==> config.mk <==
export PLATFORM = sky130hd
export DESIGN_NAME = token_atom_stream_decoder
export DESIGN_NICKNAME = d
export VERILOG_FILES = /design/src/design/tasd_pkg.sv /design/src/design/token_atom_stream_decoder.sv
export SDC_FILE = /design/constraint.sdc
export NUM_CORES = 1
export LEC_CHECK = 0
export BUFFER_PORTS_ARGS = -buffer_cell sky130_fd_sc_hd__buf_4
export CAP_MARGIN = 20
export CORE_MARGIN = 2
export CORE_UTILIZATION = 40
export DETAILED_ROUTE_END_ITERATION = 16
export PLACE_DENSITY_LB_ADDON = 0.3
export REMOVE_ABC_BUFFERS = 1
export SYNTH_ARGS = -nofsm -noshare
export SYNTH_HDL_FRONTEND = slang
export SYNTH_SLANG_ARGS = --single-unit
==> constraint.sdc <==
create_clock -name clk -period 5.2 [get_ports clk]
set_input_delay 1.56 -clock clk [delete_from_list [all_inputs] [get_ports clk]]
set_output_delay 1.56 -clock clk [all_outputs]
set_load 0.05 [all_outputs]
==> src/design/tasd_pkg.sv <==
// Shared types and constants for the token atom stream decoder.
// No dependencies.
package tasd_pkg;

  typedef enum logic [1:0] {
    PH_IDLE,
    PH_LEN,
    PH_DATA
  } phase_t;

  localparam logic [2:0] TAG_TINY   = 3'd0;
  localparam logic [2:0] TAG_SHORT  = 3'd1;
  localparam logic [2:0] TAG_MEDIUM = 3'd2;
  localparam logic [2:0] TAG_LONG   = 3'd3;
  localparam logic [2:0] TAG_CTRL   = 3'd4;

  localparam logic KIND_HEADER = 1'b0;
  localparam logic KIND_DATA   = 1'b1;

  localparam int unsigned LEN_BITS = 24;

  typedef struct packed {
    logic                kind;
    logic [2:0]          tag_code;
    logic [7:0]          control_code;
    logic                signed_flag;
    logic                bytes_flag;
    logic [LEN_BITS-1:0] atom_length;
    logic [7:0]          value;
    logic                last;
  } result_t;

endpackage

==> src/design/token_atom_stream_decoder.sv <==
// Token atom stream decoder: classifies token header bytes and passes atom data bytes.
// Depends on tasd_pkg.
// A result is registered in the output register, or in the skid register while the output is stalled.
// Throughput: one byte per cycle while in_ready is high; the output register plus a one-entry skid register
// keep input transfers going while a result waits, so in_ready drops only when both are full.
// Reset (rst_n, synchronous, active low): idle, expecting a header, no results pending.
module token_atom_stream_decoder #(
  parameter int unsigned LENGTH_WIDTH = 24
) (
  input  logic        clk,
  input  logic        rst_n,
  input  logic        in_valid,
  output logic        in_ready,
  input  logic [7:0]  in_byte,
  output logic        out_valid,
  input  logic        out_ready,
  output logic        out_kind,
  output logic [2:0]  out_tag_code,
  output logic [7:0]  out_control_code,
  output logic        out_signed_flag,
  output logic        out_bytes_flag,
  output logic [23:0] out_atom_length,
  output logic [7:0]  out_value,
  output logic        out_last
);

  localparam int unsigned LB = tasd_pkg::LEN_BITS;
  localparam logic [LB:0] LenMax = (LB+1)'((1 << LENGTH_WIDTH) - 1);

  tasd_pkg::phase_t          phase_r, phase_nxt;
  logic [1:0]                len_left_r, len_left_nxt;
  logic [LB-1:0]             acc_r, acc_nxt;
  logic [LENGTH_WIDTH-1:0]   data_left_r, data_left_nxt;
  logic [1:0]                tag_r, tag_nxt;
  logic                      sgn_r, sgn_nxt;
  logic                      byt_r, byt_nxt;

  tasd_pkg::result_t         res;
  logic                      res_valid;
  tasd_pkg::result_t         out_r, skid_r;
  logic                      out_valid_r, skid_valid_r;

  logic                      in_fire;
  logic [LB-1:0]             acc_shift;
  logic [1:0]                len_left_dec;
  logic [LB-1:0]             len_raw;
  logic [LB-1:0]             len_sat;
  logic [LENGTH_WIDTH-1:0]   data_left_dec;
  logic                      is_tiny, is_short, is_medium, is_long;

  assign in_ready  = !skid_valid_r;
  assign in_fire   = in_valid && in_ready;

  assign acc_shift     = {acc_r[LB-9:0], in_byte};
  assign len_left_dec  = len_left_r - 2'd1;
  assign data_left_dec = data_left_r - LENGTH_WIDTH'(1);
  assign len_raw       = (phase_r == tasd_pkg::PH_LEN) ? acc_shift
                                                        : LB'(in_byte[3:0]);
  assign len_sat       = ({1'b0, len_raw} > LenMax) ? LenMax[LB-1:0] : len_raw;

  assign is_tiny   = !in_byte[7];
  assign is_short  = in_byte[7:6] == 2'b10;
  assign is_medium = in_byte[7:5] == 3'b110;
  assign is_long   = in_byte[7:2] == 6'b111000;

  // Next state.
  always_comb begin
    phase_nxt     = phase_r;
    len_left_nxt  = len_left_r;
    acc_nxt       = acc_r;
    data_left_nxt = data_left_r;
    tag_nxt       = tag_r;
    sgn_nxt       = sgn_r;
    byt_nxt       = byt_r;
    if (in_fire) begin
      case (phase_r)
        tasd_pkg::PH_LEN: begin
          acc_nxt      = acc_shift;
          len_left_nxt = len_left_dec;
          if (len_left_dec == 2'd0) begin
            acc_nxt       = len_sat;
            data_left_nxt = len_sat[LENGTH_WIDTH-1:0];
            phase_nxt     = (len_sat == '0) ? tasd_pkg::PH_IDLE : tasd_pkg::PH_DATA;
          end
        end
        tasd_pkg::PH_DATA: begin
          data_left_nxt = data_left_dec;
          if (data_left_dec == '0) begin
            phase_nxt = tasd_pkg::PH_IDLE;
          end
        end
        default: begin
          phase_nxt = tasd_pkg::PH_IDLE;
          if (is_tiny) begin
            tag_nxt = tasd_pkg::TAG_TINY[1:0];
            sgn_nxt = in_byte[6];
            byt_nxt = 1'b0;
          end else if (is_short) begin
            tag_nxt       = tasd_pkg::TAG_SHORT[1:0];
            byt_nxt       = in_byte[5];
            sgn_nxt       = in_byte[4];
            acc_nxt       = len_sat;
            data_left_nxt = len_sat[LENGTH_WIDTH-1:0];
            phase_nxt     = (len_sat == '0) ? tasd_pkg::PH_IDLE : tasd_pkg::PH_DATA;
          end else if (is_medium) begin
            tag_nxt      = tasd_pkg::TAG_MEDIUM[1:0];
            byt_nxt      = in_byte[4];
            sgn_nxt      = in_byte[3];
            acc_nxt      = LB'(in_byte[2:0]);
            len_left_nxt = 2'd1;
            phase_nxt    = tasd_pkg::PH_LEN;
          end else if (is_long) begin
            tag_nxt      = tasd_pkg::TAG_LONG[1:0];
            byt_nxt      = in_byte[1];
            sgn_nxt      = in_byte[0];
            acc_nxt      = '0;
            len_left_nxt = 2'd3;
            phase_nxt    = tasd_pkg::PH_LEN;
          end
        end
      endcase
    end
  end

  // Result of the current transfer.
  always_comb begin
    res       = '0;
    res_valid = 1'b0;
    if (in_fire) begin
      case (phase_r)
        tasd_pkg::PH_LEN: begin
          res_valid        = len_left_dec == 2'd0;
          res.kind         = tasd_pkg::KIND_HEADER;
          res.tag_code     = {1'b0, tag_r};
          res.signed_flag  = sgn_r;
          res.bytes_flag   = byt_r;
          res.atom_length  = len_sat;
          res.last         = len_sat == '0;
        end
        tasd_pkg::PH_DATA: begin
          res_valid        = 1'b1;
          res.kind         = tasd_pkg::KIND_DATA;
          res.tag_code     = {1'b0, tag_r};
          res.signed_flag  = sgn_r;
          res.bytes_flag   = byt_r;
          res.atom_length  = acc_r;
          res.value        = in_byte;
          res.last         = data_left_dec == '0;
        end
        default: begin
          res.kind = tasd_pkg::KIND_HEADER;
          if (is_tiny) begin
            res_valid       = 1'b1;
            res.tag_code    = tasd_pkg::TAG_TINY;
            res.signed_flag = in_byte[6];
            res.value       = {{2{in_byte[6] & in_byte[5]}}, in_byte[5:0]};
            res.last        = 1'b1;
          end else if (is_short) begin
            res_valid       = 1'b1;
            res.tag_code    = tasd_pkg::TAG_SHORT;
            res.bytes_flag  = in_byte[5];
            res.signed_flag = in_byte[4];
            res.atom_length = len_sat;
            res.last        = len_sat == '0;
          end else if (!is_medium && !is_long) begin
            res_valid        = 1'b1;
            res.tag_code     = tasd_pkg::TAG_CTRL;
            res.control_code = in_byte;
            res.last         = 1'b1;
          end
        end
      endcase
    end
  end

  always_ff @(posedge clk) begin
    if (!rst_n) begin
      phase_r     <= tasd_pkg::PH_IDLE;
      len_left_r  <= '0;
      acc_r       <= '0;
      data_left_r <= '0;
      tag_r       <= '0;
      sgn_r       <= 1'b0;
      byt_r       <= 1'b0;
    end else begin
      phase_r     <= phase_nxt;
      len_left_r  <= len_left_nxt;
      acc_r       <= acc_nxt;
      data_left_r <= data_left_nxt;
      tag_r       <= tag_nxt;
      sgn_r       <= sgn_nxt;
      byt_r       <= byt_nxt;
    end
  end

  // Output register with a one-entry skid behind it.
  always_ff @(posedge clk) begin
    if (!rst_n) begin
      out_valid_r  <= 1'b0;
      skid_valid_r <= 1'b0;
    end else if (!out_valid_r || out_ready) begin
      if (skid_valid_r) begin
        out_r        <= skid_r;
        out_valid_r  <= 1'b1;
        skid_valid_r <= 1'b0;
      end else begin
        out_r       <= res;
        out_valid_r <= res_valid;
      end
    end else if (res_valid) begin
      skid_r       <= res;
      skid_valid_r <= 1'b1;
    end
  end

  assign out_valid        = out_valid_r;
  assign out_kind         = out_r.kind;
  assign out_tag_code     = out_r.tag_code;
  assign out_control_code = out_r.control_code;
  assign out_signed_flag  = out_r.signed_flag;
  assign out_bytes_flag   = out_r.bytes_flag;
  assign out_atom_length  = out_r.atom_length;
  assign out_value        = out_r.value;
  assign out_last         = out_r.last;

endmodule

======== Yosys cells after proc, flatten, opt, wreduce, memory -nomap -nowiden ========
Index checks and enable logic that the tools add are counted.
storage, ports and cells
  input port bits ......................... 12
  register bits ........................... 152
  output and inout bits ................... 49
  word-level logic and storage cells ...... 124
operators by class
  bitwise operators ....................... 5
  multiplexer cells ....................... 59
  add/subtract/negate cells ............... 2
  equal/unequal tests ..................... 9
  reductions and logical operators ........ 24
operators by type and width
  kind                                                    count
  2-to-1 mux 24 bit                                       9
  case mux 24 bit (2 select lines)                        2
  2-to-1 mux 47 bit                                       2
  case mux 26 bit (2 select lines)                        1
  zero test 24 bit                                        2
  2-to-1 mux 8 bit                                        4
  2-to-1 mux 26 bit                                       1
  2-to-1 mux 25 bit                                       1
  2-to-1 mux 2 bit                                        12
  subtractor 24 x 1 -> 24 bit (second input constant)     1
  2-to-1 mux 1 bit                                        18
  case mux 8 bit (2 select lines)                         1
  2-to-1 mux 11 bit                                       1
  AND reduction 3 bit                                     3
  nonzero test 3 bit                                      3
  case mux 2 bit (2 select lines)                         2
  case mux 4 bit (2 select lines)                         1
  AND reduction 4 bit                                     2
  == test 6 bit (second input constant)                   1
  2-to-1 mux 3 bit                                        2
  AND reduction 5 bit                                     1
  == test 2 bit (second input constant)                   2
  zero test 1 bit                                         4
  inequality test 2 x 1 -> 1 bit (second input constant)  2
  other kinds (15)                                        21

======== Depth between registers and ports, before layout ========
Gate-level depths: netlist (run 1).
  word-level depth ........................ 9
  mapped depth ............................ 10

======== Worst setup path before layout (run 1) ========
OpenSTA, ideal clock, no wires.
  kind .................................... input port to flip-flop
  start point ............................. input port in_byte[5]
  end point ............................... register skid_r[0] (netlist name), enable pin
  setup time .............................. 409 ps
  stages on the path ...................... 6
  required time ........................... 4791 ps
  slack ................................... 1034 ps
  arrival time ............................ 3757 ps
  cell sequence ........................... clkbuf_1 o31ai_1 nor2b_1 and2_1 nor3_1 and4b_1
on the way
  cells in the longest elaborated chain, start to end .. 9
  elaborated cells on any way between the ends .. 11
ends and longest elaborated chain
  what                                                   RTL line                                                          source
  start: declaration                                     token_atom_stream_decoder.sv:14                                   input logic [7:0] in_byte,
  == test 6 bit / == test 3 bit (equally long branches)  token_atom_stream_decoder.sv:64, token_atom_stream_decoder.sv:63
  zero test 1 bit                                        token_atom_stream_decoder.sv:165                                  end else if (!is_medium && !is_long) begin
  logical AND 1 bit *                                    token_atom_stream_decoder.sv:165
  2-to-1 mux 1 bit *                                     token_atom_stream_decoder.sv:165
  2-to-1 mux 1 bit *                                     token_atom_stream_decoder.sv:158                                  end else if (is_short) begin
  2-to-1 mux 1 bit *                                     token_atom_stream_decoder.sv:152                                  if (is_tiny) begin
  case mux 1 bit (2 select lines) *                      token_atom_stream_decoder.sv:130                                  case (phase_r)
  2-to-1 mux 1 bit *                                     token_atom_stream_decoder.sv:129                                  if (in_fire) begin
  AND reduction 3 bit (no line) *                        -
  end signal: assignment                                 token_atom_stream_decoder.sv:211                                  skid_r <= res;
  end: declaration                                       token_atom_stream_decoder.sv:40                                   tasd_pkg::result_t out_r, skid_r;
Every way passes the cells marked *; elsewhere a longest branch is shown, timed or not.
A chain may end at the register's enable or synchronous reset.

======== Final worst setup path (run 1) ========
  start point ............................. input port in_byte[3]
  end point ............................... register skid_r[25] (netlist name), enable pin
on the way
  cells in the longest elaborated chain, start to end .. 9
ends and longest elaborated chain
  what                             RTL line                          source
  == test 6 bit                    token_atom_stream_decoder.sv:64   assign is_long = in_byte[7:2] == 6'b111000;
  zero test 1 bit                  token_atom_stream_decoder.sv:165
  logical AND 1 bit                token_atom_stream_decoder.sv:165
  2-to-1 mux 1 bit                 token_atom_stream_decoder.sv:165
  2-to-1 mux 1 bit                 token_atom_stream_decoder.sv:158
  2-to-1 mux 1 bit                 token_atom_stream_decoder.sv:152
  case mux 1 bit (2 select lines)  token_atom_stream_decoder.sv:130
  2-to-1 mux 1 bit                 token_atom_stream_decoder.sv:129
  AND reduction 3 bit (no line)    -
Every way passes these cells.

==> run metrics, run 1 <==
pre-CTS setup slack 1.27 ns; slowest library cell on the worst path o31ai_1; Register Area 3920 sq um; Area contributors post-synth edfxtp_1 38%, dfxtp_1 16%, nand2_1 4.9%; antenna viol nets, final 0; Initial Utilization 40.8%; wire per inst 17.1 um; final setup fails 0; Layout fillers 1,692; initial DRC count 535; EDFF count, synth 92; final wirelength 17.6 mm; Die Ht 139 um; Max Buffers Root-to-Sink 2; CP Class input pin to flop; Worst Skew 0.00866 ns; Hold EP acc_r[23]; Cell Area, Placed 7930 sq um; Core Area 17,900 sq um; CTS buffer count 17; Clock Latency Late Sink 0.42 ns; vias per cell 5.58; total track usage 18.6%; initial antenna violation count 0; achievable clock frequency 282 MHz; Final Wtd Congestion 0.891; hold wc startpoint acc_r[23]; final worst slack 1.65 ns; total gr overflow 0; library cells used by synthesis 63; vias in the first global route 5,437; # clock sinks 150; R2R depth 9; DP Wirelength 11.6 mm; layout cells sized above 1 15.2%; critical path endpoint category flop; Core Rows 49; status completed; Primary FF master, synth edfxtp_1; period utilization 68.2%; Die X 139 um; warnings from Yosys 0; via count 5,755; crit-path most repeated cell buf_4; CP peak stage delay 0.66 ns; max cap viols 0; finished layout cell area 8490 sq um; setup_tns 0 ns; Yosys top cell by area edfxtp_1; DP Cell Count 999; Rel. slew slack 33.2%; Worst Path Max Fanout 46; Cells after Synth 751; RSZ-0062 raised after global routing no; Peak VDD IR 0.237 mV; IO Port Bufs 60; Worst-Margin Slew 1.00 ns; die area 19,300 sq um; Synth Area per Inst 9.72 sq um; Async S/R FF share, synth 0%; Worst Setup Start Kind input pin; worst hold margin 0.464 ns; boundary pin count 61; Reg-to-Reg End out_last; final net count 808; hold depth 2; largest net degree at the start of global routing 61; Worst-path clk slew 0.06 ns; Seq/Total Area, Yosys 53.8%; DRC 0; Hold-fix buffers, CTS 0; 1st-pass router iterations 5; area grow syn2layout 16.3%; Post-CTS Setup Repair Bufs 0; flops & latches, synth 150; first-pass GRT wire length 29.1 mm; Slew Limit Fails 0; min Tclk post-route 3.55 ns; Worst Path Arrival 3.65 ns; R2R Path Start phase_r[1]; TritonCTS clock tree yes; synthesized area 7300 sq um; Synth top area share 37.9%; Inserted Diodes 0; r2r setup slk 2.32 ns; PwrDens 344 nW/um^2; H-tree depth 4; root cell of the clock tree clkbuf_16; worst hold path class flop to flop; Final Hold Viols 0; crit-path cells buf_4 > o31ai_1 > nor2b_1 > and2_1 > nor3_1 > and4b_2 > buf_4; CP required 5.30 ns; Resized Gates After CTS 0; Layout Cells excl Fill 1,031; area taken by multi-input logic gates 3120 sq um; Leak 3.40 nW
-- where the power goes --
group | switching, mW | internal [mW] | leakage, nW
Combinational | 0.304 | 0.144 | 1.79
Clock | 0.486 | 0.651 | 0.259
Sequential | 0.0271 | 1.30 | 1.35
Total | 0.818 | 2.10 | 3.40
-- flip-flops by register name, indices dropped and copies added (netlist names), 2 cells and up --
| register | count |
|---|---|
| len_left_r | 2 |
| acc_r | 24 |
| phase_r | 2 |
| out_control_code | 7 |
| tag_r | 2 |
| data_left_r | 24 |
| out_value | 8 |
| skid_r | 46 |
| out_tag_code | 3 |
| out_atom_length | 24 |
-- worst max-delay path by stage --
stage	from	cells past startpoint	slack, ns	to
6_report	in_byte[3]	7	1.65	skid_r[25]
3_3_place_gp	in_byte[3]	7	1.30	skid_r[29]
2_1_floorplan	in_byte[4]	5	0.90	acc_r[10]
3_5_place_dp	in_byte[3]	7	1.27	skid_r[32]
4_1_cts	in_byte[3]	7	1.70	skid_r[20]
5_1_grt	in_byte[3]	7	1.55	skid_r[25]
-- cells by family after synthesis --
| family | Yosys count | share of synthesized area [%] |
|---|---|---|
| XOR/XNOR | 4 | 0.480 |
| AND/OR/NAND/NOR | 287 | 19.9 |
| multiplexers | 3 | 0.429 |
| flip-flops | 150 | 53.8 |
| buffers and inverters | 70 | 3.79 |
| adder cells (fa/ha/maj) | 6 | 1.03 |
| AO/OA/AOI/OAI | 231 | 20.6 |
-- per-layer routing --
metal  track usage (%)  up-vias  routed length, um
li1                  -     2821                  -
met3              3.94       22                963
met2              27.6      171               7820
met4              6.38        0                286
met5                 0        -                  0
met1              27.1     2741               8550
-- final cells by class --
type                            count  area share [%]
Clock inverter                     13            1.25
Tap cell                          229            3.38
Clock buffer                       18            5.06
Sequential cell                   150            46.2
Multi-Input combinational cell    531            36.8
Timing Repair Buffer               72            6.52
Inverter                           18           0.796
-- synth_stat cells, drive strengths merged, types with 7 or more instances --
master	n
a21boi	14
a21o	43
a21oi	60
a22oi	7
a31oi	8
and2	35
clkbuf	47
dfxtp	58
edfxtp	92
inv	17
nand2	95
nand3	18
nand4	14
nor2	58
nor2b	13
nor3	13
nor4	9
o21ai	48
-- worst max-delay path, delay by kind of cell --
| kind | cells | cell delay [ns] |
|---|---|---|
| compound gates | 1 | 0.66 |
| buf+inv | 2 | 0.46 |
| simple gates | 4 | 0.92 |
-- cell usage in the layout, fill, tap and decap left out, types with 14 or more instances in the layout --
cell type,count
inv_1,17
buf_4,71
o21ai_0,46
a21o_1,43
a21boi_0,14
dfxtp_1,58
nor2_1,58
edfxtp_1,92
nand2_1,95
and2_1,34
nand3_1,17
a21oi_1,60
clkbuf_16,17
-- through the flow --
| stage | power, mW | util [%] |
|---|---|---|
| floorplan | 1.66 | - |
| global placement | 1.80 | 44.3 |
| detailed placement | 1.80 | 44.3 |
| CTS | 2.93 | 47.3 |
| global route | 3.04 | 47.4 |
| finish | 2.92 | 47.4 |
No activity file was read; power rests on OpenSTA's default activity.
==> run 2, diff against run 1 <==
==> constraint.sdc (replaced) <==
create_clock -name clk -period 3.4 [get_ports clk]
set_input_delay 1.02 -clock clk [delete_from_list [all_inputs] [get_ports clk]]
set_output_delay 1.02 -clock clk [all_outputs]
set_load 0.05 [all_outputs]
==> run 2 against run 1 <==
Effect of this change:
- flip-flop and latch count is the same
- global-route usage grew 0.092 points
- final cell count grew 1.6%
- sequential power grew 53%
- critical path depth grew 1
- wire length grew 1.1%
- register-to-register slack lost 1.7 ns
- worst hold slack is essentially flat
- via count grew 0.83%
- die area is the same
- total power grew 59%
- largest cell class unchanged
- highest routed layer unchanged
==> run metrics, run 2 (synthesis gave the netlist of run 1 again) <==
largest net degree at the start of global routing 62 (+1.6%); Worst Path Arrival 3.03 ns (-0.62 ns); Hold EP sgn_r; Final Wtd Congestion 0.929 (+4.3%); r2r setup slk 0.65 ns (-1.67 ns); worst hold path class flop to flop; slowest library cell on the worst path or4_4; final core utilization 48.4% (+1.0 points); R2R Path Start data_left_r[2]; final setup fails 0 (unchanged); area grow syn2layout 18.8%; boundary pin count 61 (unchanged); Initial Utilization 40.8% (unchanged); max cap viols 0 (unchanged); CP peak stage delay 0.60 ns (-0.06 ns); Die Ht 139 um (unchanged); Post-CTS Setup Repair Bufs 0 (unchanged); final wirelength 17.8 mm (+1.1%); DP Wirelength 11.9 mm (+3.3%); min Tclk post-route 2.75 ns; hold depth 2 (unchanged); met2 GRT Util 28.3% (+0.67 points); worst path bufs/invs 1 (-1); gr busiest metal met2; critical path endpoint category flop; max FFs per register 46 (unchanged); period utilization 80.9%; H-tree depth 4 (unchanged); via count 5,803 (+0.83%); total gr overflow 0 (unchanged); RSZ-0062 raised after global routing no; Worst Path Max Fanout 11 (-76%); Leak 3.50 nW (+3.0%); Core Rows 49 (unchanged); Final Power 4.64 mW (+59%); achievable clock frequency 363 MHz; antenna viol nets, final 0 (unchanged); first-pass GRT wire length 29.3 mm (+0.50%); CP required 3.68 ns (-1.62 ns); status completed; final worst slack 0.648 ns (-1.00 ns); die area 19,300 sq um (unchanged); vias in the first global route 5,427 (-0.18%); CTS buffer count 17 (unchanged); Slew Limit Fails 0 (unchanged); worst hold margin 0.465 ns (+0.000464 ns); Rel. slew slack 44.6% (+11 points); Die X 139 um (unchanged); Worst Skew 0.00767 ns (-0.000995 ns); Max Buffers Root-to-Sink 2 (unchanged); Worst Setup Start Kind flop; TritonCTS clock tree yes; 1st-pass router iterations 5 (unchanged); number of cells on the critical path 8 (+1); Worst-path clk slew 0.06 ns (about the same); Clock Latency Late Sink 0.42 ns (about the same); layout cells sized above 1 17.2% (+2.0 points); Final Hold Viols 0 (unchanged); IO Port Bufs 60 (unchanged); Inserted Diodes 0 (unchanged); hold wc startpoint sgn_r; Reg-to-Reg End out_last; CP Class flop to flop; Peak VDD IR 0.334 mV (+41%); Worst-Margin Slew 0.831 ns (-0.171 ns); pre-CTS setup slack 0.482 ns (-0.792 ns); met1 GRT Util 27.4% (+0.28 points); vias per cell 5.54 (-0.71%); DRC 0 (unchanged); commonest non-fill, non-tap cell in the layout nand2_1; Biggest register skid_r; Resized Gates After CTS 0 (unchanged); Core Area 17,900 sq um (unchanged); crit-path cells nor4_2 > buf_4 > nand4_1 > a211oi_1 > o211ai_1 > or4_4 > o21a_1 > o21ai_2; critical path's top delay family simple AND/OR/NAND/NOR gates; PwrDens 535 nW/um^2 (+56%); total track usage 18.7% (+0.092 points); # clock sinks 150 (unchanged); wire per inst 17.0 um (-0.44%); Hold-fix buffers, CTS 0 (unchanged); met3 Track Usage GR 3.59% (-0.35 points); final net count 823 (+1.9%); R2R depth 8 (-1); root cell of the clock tree clkbuf_16; initial DRC count 507 (-5.2%); initial antenna violation count 0 (unchanged); most frequent cells in the layout 95 x nand2_1, 92 x edfxtp_1, 85 x buf_4
[run 2: cell count changes in the layout (fill, tap and decap cells not counted)]
| cell | previous run | this run |
|---|---|---|
| buf_12 | 1 | 2 |
| buf_4 | 71 | 85 |
| bufinv_16 | 1 | 2 |
| clkbuf_1 | 1 | 0 |
| clkinv_1 | 4 | 2 |
| clkinv_2 | 3 | 1 |
| clkinv_4 | 2 | 4 |
| inv_6 | 2 | 3 |
| inv_8 | 0 | 2 |
[run 2: worst min-delay path: cells and delay by family, from the launching register on]
kind / cells / cell delay [ns]
AOI/OAI and AO/OA: 1 / 0.06
DFF: 1 / 0.31
and+or+nand+nor: 1 / 0.05
[run 2: final cells by class]
class	count	area, sq um
fillers	1706	9230
flip-flops and latches	150	3920
multi-input cells	531	3120
repair buffers	87	678
clock buffers	17	425
well taps	229	287
clock inverters	15	168
inverters	18	67.6
[run 2: worst max-delay path by stage]
stage,startpoint,to
after floorplan,in_byte[4],acc_r[10]
after global placement,in_valid,data_left_r[2]
after detailed placement,in_byte[3],skid_r[17]
after CTS,data_left_r[2],out_last
after global routing,phase_r[1],out_value[2]
final,data_left_r[2],out_last
[run 2: stage by stage]
stage	setup TNS (ns)	area [sq um]	cells
after floorplan	-15.11	7090	699
after global placement	0	8080	1015
after detailed placement	0	8080	1015
after CTS	0	8670	1047
after global routing	0	8670	1047
final	0	8670	1047
[run 2: power by group]
part	internal, mW	switching, mW
Sequential	1.99	0.0428
Combinational	0.239	0.473
Clock	1.10	0.791
[run 2: metal layers]
| layer | wire [um] | part of all wire, % |
|---|---|---|
| met5 | 0 | 0 |
| met1 | 8710 | 49 |
| met3 | 766 | 4.3 |
| met4 | 238 | 1.3 |
| met2 | 8100 | 45 |
